[config.mk]
export PLATFORM = sky130hd
export DESIGN_NAME = pi_steering_differential_drive_core
export DESIGN_NICKNAME = d
export VERILOG_FILES = /design/src/sv/pisd_pkg.sv /design/src/sv/pisd_cfg_regs.sv /design/src/sv/pisd_pi_law.sv /design/src/sv/pisd_drive_mix.sv /design/src/sv/pi_steering_differential_drive_core.sv
export SDC_FILE = /design/constraint.sdc
export NUM_CORES = 2
export LEC_CHECK = 0
export ABC_CLOCK_PERIOD_IN_PS = 30500
export BUFFER_PORTS_ARGS = -buffer_cell sky130_fd_sc_hd__buf_2
export CAP_MARGIN = 20
export CORE_ASPECT_RATIO = 0.6
export CORE_MARGIN = 4
export CORE_UTILIZATION = 50
export CTS_BUF_LIST = sky130_fd_sc_hd__clkbuf_16
export DETAILED_ROUTE_END_ITERATION = 8
export PLACE_DENSITY = 0.66
export RECOVER_POWER = 25
export SYNTH_ARGS = -nofsm -noshare
export SYNTH_HDL_FRONTEND = slang
export SYNTH_HIERARCHICAL = 1
export SYNTH_SLANG_ARGS = --single-unit
[constraint.sdc]
create_clock -name clk -period 30.5 [get_ports clk]
set_input_delay 9.15 -clock clk [delete_from_list [all_inputs] [get_ports clk]]
set_output_delay 9.15 -clock clk [all_outputs]
set_load 0.02 [all_outputs]
[src/sv/pisd_pkg.sv]
`timescale 1ns / 1ps

package pisd_pkg;

  // Register indexes on the configuration port (byte address = 4 * index)
  localparam logic [2:0] REG_KP         = 3'd0;
  localparam logic [2:0] REG_KI         = 3'd1;
  localparam logic [2:0] REG_BASE_SPEED = 3'd2;
  localparam logic [2:0] REG_TURN_STEP  = 3'd3;
  localparam logic [2:0] REG_INNER_CUT  = 3'd4;

  localparam logic [15:0] KP_RST         = 16'd16384;
  localparam logic [15:0] KI_RST         = 16'd41;
  localparam logic [15:0] BASE_SPEED_RST = 16'd40000;
  localparam logic [15:0] TURN_STEP_RST  = 16'd6000;
  localparam logic [15:0] INNER_CUT_RST  = 16'd7000;

  // Largest duty either wheel may get
  localparam logic [15:0] MAX_DUTY = 16'd65535;

  // Controller output is Q.20; whole steps are capped at four
  localparam int          FRAC_BITS  = 20;
  localparam int          U_W        = 50;
  localparam logic [2:0]  STEP_LIMIT = 3'd4;

  typedef struct packed {
    logic [15:0] kp;
    logic [15:0] ki;
    logic [15:0] base_speed;
    logic [15:0] turn_step;
    logic [15:0] inner_cut;
  } cfg_t;

  typedef struct packed {
    logic       valid;
    logic       right;
    logic [2:0] steps;
  } steer_t;

endpackage

[src/sv/pisd_cfg_regs.sv]
`timescale 1ns / 1ps

module pisd_cfg_regs (
  input  logic             clk,
  input  logic             rst_n,
  input  logic             cfg_psel,
  input  logic             cfg_penable,
  input  logic             cfg_pwrite,
  input  logic [4:0]       cfg_paddr,
  input  logic [31:0]      cfg_pwdata,
  output logic [31:0]      cfg_prdata,
  output logic             cfg_pready,
  output pisd_pkg::cfg_t   cfg
);

  pisd_pkg::cfg_t cfg_r;
  pisd_pkg::cfg_t cfg_nxt;
  logic [2:0]     idx;
  logic           wr_en;

  assign idx        = cfg_paddr[4:2];
  assign cfg_pready = 1'b1;
  assign wr_en      = cfg_psel && cfg_penable && cfg_pwrite && cfg_pready;
  assign cfg        = cfg_r;

  always_comb begin
    cfg_nxt = cfg_r;
    if (wr_en) begin
      unique case (idx)
        pisd_pkg::REG_KP:         cfg_nxt.kp         = cfg_pwdata[15:0];
        pisd_pkg::REG_KI:         cfg_nxt.ki         = cfg_pwdata[15:0];
        pisd_pkg::REG_BASE_SPEED: cfg_nxt.base_speed = cfg_pwdata[15:0];
        pisd_pkg::REG_TURN_STEP:  cfg_nxt.turn_step  = cfg_pwdata[15:0];
        pisd_pkg::REG_INNER_CUT:  cfg_nxt.inner_cut  = cfg_pwdata[15:0];
        default: ;  // drop writes past the last register
      endcase
    end
  end

  always_comb begin
    unique case (idx)
      pisd_pkg::REG_KP:         cfg_prdata = {16'd0, cfg_r.kp};
      pisd_pkg::REG_KI:         cfg_prdata = {16'd0, cfg_r.ki};
      pisd_pkg::REG_BASE_SPEED: cfg_prdata = {16'd0, cfg_r.base_speed};
      pisd_pkg::REG_TURN_STEP:  cfg_prdata = {16'd0, cfg_r.turn_step};
      pisd_pkg::REG_INNER_CUT:  cfg_prdata = {16'd0, cfg_r.inner_cut};
      default:                  cfg_prdata = 32'd0;
    endcase
  end

  always_ff @(posedge clk) begin
    if (!rst_n) begin
      cfg_r.kp         <= pisd_pkg::KP_RST;
      cfg_r.ki         <= pisd_pkg::KI_RST;
      cfg_r.base_speed <= pisd_pkg::BASE_SPEED_RST;
      cfg_r.turn_step  <= pisd_pkg::TURN_STEP_RST;
      cfg_r.inner_cut  <= pisd_pkg::INNER_CUT_RST;
    end else begin
      cfg_r <= cfg_nxt;
    end
  end

endmodule

[src/sv/pisd_pi_law.sv]
`timescale 1ns / 1ps

module pisd_pi_law (
  input  logic                 clk,
  input  logic                 rst_n,
  input  logic                 adv,
  input  logic                 accept,
  input  logic signed [15:0]   line_error,
  input  pisd_pkg::cfg_t       cfg,
  output pisd_pkg::steer_t     steer
);

  // Stage 1: sample and the running sum it sees
  logic               v1_r;
  logic signed [15:0] e_r;
  logic signed [31:0] es_r;
  logic signed [31:0] err_sum_r;
  logic signed [31:0] err_sum_nxt;
  logic signed [32:0] sum_wide;

  // Stage 2: the two products
  logic               v2_r;
  logic signed [32:0] p_r;
  logic signed [32:0] p_nxt;
  logic signed [48:0] q_r;
  logic signed [48:0] q_nxt;

  // Stage 3: direction and step count
  pisd_pkg::steer_t              steer_r;
  pisd_pkg::steer_t              steer_nxt;
  logic signed [pisd_pkg::U_W-1:0] u;
  logic [pisd_pkg::U_W-1:0]        mag;

  assign sum_wide = {err_sum_r[31], err_sum_r} + {{17{line_error[15]}}, line_error};

  always_comb begin
    err_sum_nxt = sum_wide[31:0];
    if (sum_wide[32] != sum_wide[31]) begin
      err_sum_nxt = sum_wide[32] ? 32'sh8000_0000 : 32'sh7fff_ffff;
    end
  end

  assign p_nxt = $signed({1'b0, cfg.kp}) * e_r;
  assign q_nxt = $signed({1'b0, cfg.ki}) * es_r;

  always_comb begin
    u   = {{(pisd_pkg::U_W-33){p_r[32]}}, p_r} + {{(pisd_pkg::U_W-49){q_r[48]}}, q_r};
    steer_nxt.valid = v2_r;
    steer_nxt.right = !u[pisd_pkg::U_W-1] && (u != '0);
    mag = steer_nxt.right ? u : -u;
    if (mag[pisd_pkg::U_W-1:pisd_pkg::FRAC_BITS+2] != '0) begin
      steer_nxt.steps = pisd_pkg::STEP_LIMIT;
    end else begin
      steer_nxt.steps = mag[pisd_pkg::FRAC_BITS+2:pisd_pkg::FRAC_BITS];
    end
  end

  always_ff @(posedge clk) begin
    if (!rst_n) begin
      v1_r          <= 1'b0;
      v2_r          <= 1'b0;
      steer_r.valid <= 1'b0;
      err_sum_r     <= '0;
    end else if (adv) begin
      v1_r    <= accept;
      v2_r    <= v1_r;
      steer_r <= steer_nxt;
      if (accept) begin
        err_sum_r <= err_sum_nxt;
      end
    end
  end

  always_ff @(posedge clk) begin
    if (adv) begin
      e_r  <= line_error;
      es_r <= err_sum_r;
      p_r  <= p_nxt;
      q_r  <= q_nxt;
    end
  end

  assign steer = steer_r;

endmodule

[src/sv/pisd_drive_mix.sv]
`timescale 1ns / 1ps

module pisd_drive_mix (
  input  logic               clk,
  input  logic               rst_n,
  input  pisd_pkg::steer_t   steer,
  input  pisd_pkg::cfg_t     cfg,
  output logic               adv,
  output logic               out_tvalid,
  input  logic               out_tready,
  output logic [31:0]        out_tdata,
  output logic               out_tuser
);

  logic               out_valid_r;
  logic [15:0]        left_r;
  logic [15:0]        left_nxt;
  logic [15:0]        right_r;
  logic [15:0]        right_nxt;
  logic               turn_r;
  logic [17:0]        add;
  logic [18:0]        outer;
  logic signed [19:0] inner;
  logic [15:0]        outer_duty;
  logic [15:0]        inner_duty;

  // Hold everything while a word waits on the output
  assign adv = !out_valid_r || out_tready;

  // steps is at most four: shift-and-add instead of a multiplier
  assign add = (steer.steps[2] ? {cfg.turn_step, 2'b00}        : 18'd0)
             + (steer.steps[1] ? {1'b0, cfg.turn_step, 1'b0}   : 18'd0)
             + (steer.steps[0] ? {2'b00, cfg.turn_step}        : 18'd0);

  assign outer = {3'b000, cfg.base_speed} + {1'b0, add};
  assign inner = $signed({4'b0000, cfg.base_speed}) - $signed({2'b00, add})
               - $signed({4'b0000, cfg.inner_cut});

  always_comb begin
    if (outer > {3'b000, pisd_pkg::MAX_DUTY}) begin
      outer_duty = pisd_pkg::MAX_DUTY;
    end else begin
      outer_duty = outer[15:0];
    end
    if (inner < 20'sd0) begin
      inner_duty = 16'd0;
    end else if (inner > $signed({4'b0000, pisd_pkg::MAX_DUTY})) begin
      inner_duty = pisd_pkg::MAX_DUTY;
    end else begin
      inner_duty = inner[15:0];
    end
    left_nxt  = steer.right ? outer_duty : inner_duty;
    right_nxt = steer.right ? inner_duty : outer_duty;
  end

  always_ff @(posedge clk) begin
    if (!rst_n) begin
      out_valid_r <= 1'b0;
    end else if (adv) begin
      out_valid_r <= steer.valid;
    end
  end

  always_ff @(posedge clk) begin
    if (adv) begin
      left_r  <= left_nxt;
      right_r <= right_nxt;
      turn_r  <= steer.right;
    end
  end

  assign out_tvalid = out_valid_r;
  assign out_tdata  = {right_r, left_r};
  assign out_tuser  = turn_r;

endmodule

[src/sv/pi_steering_differential_drive_core.sv]
// PI steering core for a differential-drive line follower. Each input word
// carries one signed Q8.8 line error; each output word carries the left and
// right wheel duties and a turn-right flag. The controller output is
// kp*error + ki*sum, where sum is the saturating 32-bit total of all earlier
// errors (the current error joins it only after its own output is formed).
// The output is clamped to +-4, truncated toward zero to a step count, and
// each step adds turn_step to the outer wheel; the inner wheel gets
// base_speed minus that amount minus inner_cut, floored at zero, and both
// duties are capped at the maximum duty. A zero output steers left. The core
// takes one word per clock unless the output stalls and runs it through the
// sample register, product register (one 17x16 and one 17x32 multiplier),
// step register and the output register. A stall on the output holds the
// whole pipeline, so in_tready follows out_tready while the output register
// is full. Gains and speeds sit on a small register port at byte offsets
// 0x00 kp, 0x04 ki, 0x08 base_speed, 0x0C turn_step, 0x10 inner_cut; change
// them only while no word is in flight.
`timescale 1ns / 1ps

module pi_steering_differential_drive_core (
  input  logic        clk,
  input  logic        rst_n,
  // error stream
  input  logic        in_tvalid,
  output logic        in_tready,
  input  logic [15:0] in_tdata,    // [15:0] line_error
  // duty stream
  output logic        out_tvalid,
  input  logic        out_tready,
  output logic [31:0] out_tdata,   // [15:0] left_duty, [31:16] right_duty
  output logic        out_tuser,   // [0] turning_right
  // register port
  input  logic        cfg_psel,
  input  logic        cfg_penable,
  input  logic        cfg_pwrite,
  input  logic [4:0]  cfg_paddr,
  input  logic [31:0] cfg_pwdata,
  output logic [31:0] cfg_prdata,
  output logic        cfg_pready
);

  pisd_pkg::cfg_t   cfg;
  pisd_pkg::steer_t steer;
  logic             adv;
  logic             accept;

  // Take a word whenever the pipeline moves
  assign in_tready = adv;
  assign accept    = in_tvalid && adv;

  pisd_cfg_regs u_cfg_regs (
    .clk         (clk),
    .rst_n       (rst_n),
    .cfg_psel    (cfg_psel),
    .cfg_penable (cfg_penable),
    .cfg_pwrite  (cfg_pwrite),
    .cfg_paddr   (cfg_paddr),
    .cfg_pwdata  (cfg_pwdata),
    .cfg_prdata  (cfg_prdata),
    .cfg_pready  (cfg_pready),
    .cfg         (cfg)
  );

  // Accumulate the error and form direction plus whole steps
  pisd_pi_law u_pi_law (
    .clk        (clk),
    .rst_n      (rst_n),
    .adv        (adv),
    .accept     (accept),
    .line_error ($signed(in_tdata)),
    .cfg        (cfg),
    .steer      (steer)
  );

  // Turn steps into wheel duties and hold the output word
  pisd_drive_mix u_drive_mix (
    .clk        (clk),
    .rst_n      (rst_n),
    .steer      (steer),
    .cfg        (cfg),
    .adv        (adv),
    .out_tvalid (out_tvalid),
    .out_tready (out_tready),
    .out_tdata  (out_tdata),
    .out_tuser  (out_tuser)
  );

endmodule
==> metrics <==
status finished with violations; failing checks max-capacitance violations, max-slew violations; # IOs around 130; initial drt markers between 3k and 4k; grt met3 use 7.109%; FP Rows 86; Yosys warning total 6; power density over the cells ~57 nW/µm²; worst min-delay path class reg2reg; # nets final roughly 6.2k; Hold Crit Depth 0; GRT Resource Usage Total between 20% and 30%; GPL Wtd Cong slightly above 0.9; HPWL Detailed 103600 µm; grt total ovfl 0; XOR/XNOR share of the synthesized area ~3.6%; DR vias approximately 36k; compound-gate portion of the synthesized area 11.75%; Port Buf Inserts just over 90; initial antenna violation count 6; Buf/Inv on CP 3; synthesized cell area between 40000 and 50000 µm²; Worst-Skew Late Latency between 600 and 700 ps; fmax approximately 50 MHz; setup TNS 0 ps; die area between 90000 and 100000 µm²; CP Launch Type input port; layout cells sized above 1 under 10%; Worst Reg-to-Reg Cells 26; CP max FO 25; fin area roughly 49000 µm²; Synth Area in Simple Gates between 15 and 20%; Post-CTS Resized 0; largest net degree at the start of global routing ~140; H-tree levels 1; CTS root buf clkbuf_16; setup violators final 0; Lkg Pwr between 20 and 25 nW; final cycle utilization of the critical path 65.98%; post-synthesis average cell area about 9 µm²; Initial Utilization roughly half; CTS tree built; # DRC 0; chip height between 200 and 250 µm; cell mode on critical path buf_2; Crit. End Element primary output; R2R Path End u_drive_mix/right_r[13]; Synth Area in Adders 41.03%; max_slew headroom -21.87%; Slew Limit Fails 8; MaxCap Viol Count 1; WP data arrival 10970 ps; Tmin final between 20000 and 25000 ps; post-placement cell area about 48000 µm²; Layout area overhead 5.303%; mux cell area share after synthesis slightly above 2%; GRT met2 Usage roughly a third; per-cell routed wire length 20.50 µm; Cells after Synth roughly 5.1k; Final Skew ~24 ps; FF+latch area between 7000 and 8000 µm²; sequential area share after synthesis ~16%; largest family of logic cells by synthesized area adder cells; Critical R2R Launch u_pi_law/steer[2]; global-route wire length before repair between 200000 and 250000 µm; Fillers roughly 8.5k; post-layout util between 50% and 60%; hold path endpoint u_pi_law/es_r[16]; Pre-antenna DRT Iters 5; setup bufs post-CTS 0; #FFs+latches synth ~280; Final Hold Viols 0; CP max stage cell nor2b_1; Crit path largest cell delay ~550 ps; met1 usage around 45%; worst hold start u_pi_law/err_sum_r[16]; GRT busiest layer met1; number of distinct library cells after synthesis 114; R2R Setup Slk about 21000 ps; # hold bufs at CTS 0; Die Wd roughly 400 µm; vias in the first global route 34.67k; TritonCTS Buffers 30; Peak VDD IR around 0.051 mV; Slew @ Worst Pin 1782 ps; Async SR Flop Fraction 0%; clk buf depth 3; RSZ-0062 raised after global routing false; critical path cell sequence buf_2 > nor2b_1 > buf_6 > a22oi_1 > o22ai_1 > buf_2; DR vias/cell 5.620; clock sink count 283; Core Box Area around 90000 µm²; CTS clk-pin slew, worst paths around 60 ps; Setup CP Type in2out; number of flops mapped to enable cells by yosys 167; footprint of the multi-input gates between 30000 and 40000 µm²; Top delay family on crit path buffers and inverters; Main synth FF type edfxtp_1; WL final 129800 µm; WP data required ~21000 ps; DRT antenna net count 0
routing by layer:
layer,up-vias,part of all wire (%)
met3,102,11
met1,17660,50
met5,-,0.035
met2,1453,37
met4,2,1.4
li1,16370,-
power breakdown:
part	internal, mW	switching [mW]
clock	0.214	0.177
sequential	0.530	0.106
combinational	0.649	1.08
final cells by class:
class / count / share of cell area, %
Antenna cell: 3 / 0.01538
Sequential cell: 283 / 15.03
Tap cell: 1232 / 3.158
Inverter: 899 / 6.912
Clock inverter: 20 / 0.2973
Multi-Input combinational cell: 3725 / 71.09
Timing Repair Buffer: 135 / 1.651
Clock buffer: 36 / 1.845
logic make-up after synthesis:
| kind of cell | count (synthesis) |
|---|---|
| simple gates | 1515 |
| buf+inv | 1114 |
| fa+ha+maj | 1101 |
| compound gates | 806 |
| flops | 283 |
| xor+xnor | 193 |
| mux | 93 |
| other cells | 2 |
sequential cells by signal, summed over array words and instances (netlist names):
signal / cells
u_pi_law/err_sum_r: 32
u_pi_law/q_r: 49
u_pi_law/v2_r: 1
u_drive_mix/right_r: 16
u_drive_mix/out_tvalid: 1
u_cfg_regs/cfg: 80
u_pi_law/v1_r: 1
u_drive_mix/out_tuser: 1
u_pi_law/p_r: 33
u_pi_law/e_r: 16
u_pi_law/es_r: 32
u_drive_mix/left_r: 16
u_pi_law/steer: 5
per-stage QoR:
| step | total power, mW | setup WS, ps | instances | hold WS [ps] |
|---|---|---|---|---|
| floorplan | 1.849 | 8102 | 5122 | 424.4 |
| global placement | 2.318 | 10140 | 6272 | 448.7 |
| detailed placement | 2.337 | 10120 | 6272 | 452.3 |
| CTS | 2.741 | 10110 | 6328 | 468.7 |
| global route | 2.979 | 10300 | 6330 | 488.6 |
| finish | 2.759 | 10380 | 6333 | 470.1 |
synthesized netlist by cell type (74+ instances only):
master    number  area, µm²
inv_1        897       3367
and2_1       403       2521
nor2_1       161      604.3
o21ai_0      143      715.7
xnor2_1      128       1121
dfxtp_1      116       2322
nand2_1      630       2365
fa_1         703      14070
clkbuf_1     169      634.4
a21oi_1      214       1071
edfxtp_1     167       5015
mux2i_1       76      760.7
a21o_1        74      555.5
ha_1         385       4817
worst reg2reg max path: cells and delay by family (launching register included):
kind,cells,cell delay [ps]
adder cells (fa/ha/maj),5,2010
AND/OR/NAND/NOR,7,1390
buffers and inverters,1,350
XOR/XNOR,2,330
flip-flops,1,640
AO/OA/AOI/OAI,11,4070
cell usage in the layout, fill, tap and decap left out, drive strengths merged, types with 37 or more instances in the layout:
cell,instances
inv,907
a22oi,39
nor2,166
clkbuf,37
buf,134
nand2b,41
dfxtp,116
nand3,49
ha,385
and2,403
o21ai,169
xor2,65
a21oi,221
a21o,75
xnor2,128
nand2,631
fa,703
nor3,53
mux2i,76
edfxtp,167
nor2b,50
how the worst max path moves through the flow:
stage | startpoint | depth (start not counted) | to
2_1_floorplan | out_tready | 1 | in_tready
4_1_cts | cfg_paddr[2] | 5 | cfg_prdata[11]
3_5_place_dp | cfg_paddr[2] | 5 | cfg_prdata[11]
5_1_grt | cfg_paddr[2] | 6 | cfg_prdata[2]
3_3_place_gp | cfg_paddr[2] | 5 | cfg_prdata[6]
6_report | cfg_paddr[2] | 6 | cfg_prdata[11]
Note: power is estimated with default switching activity, not from simulation.
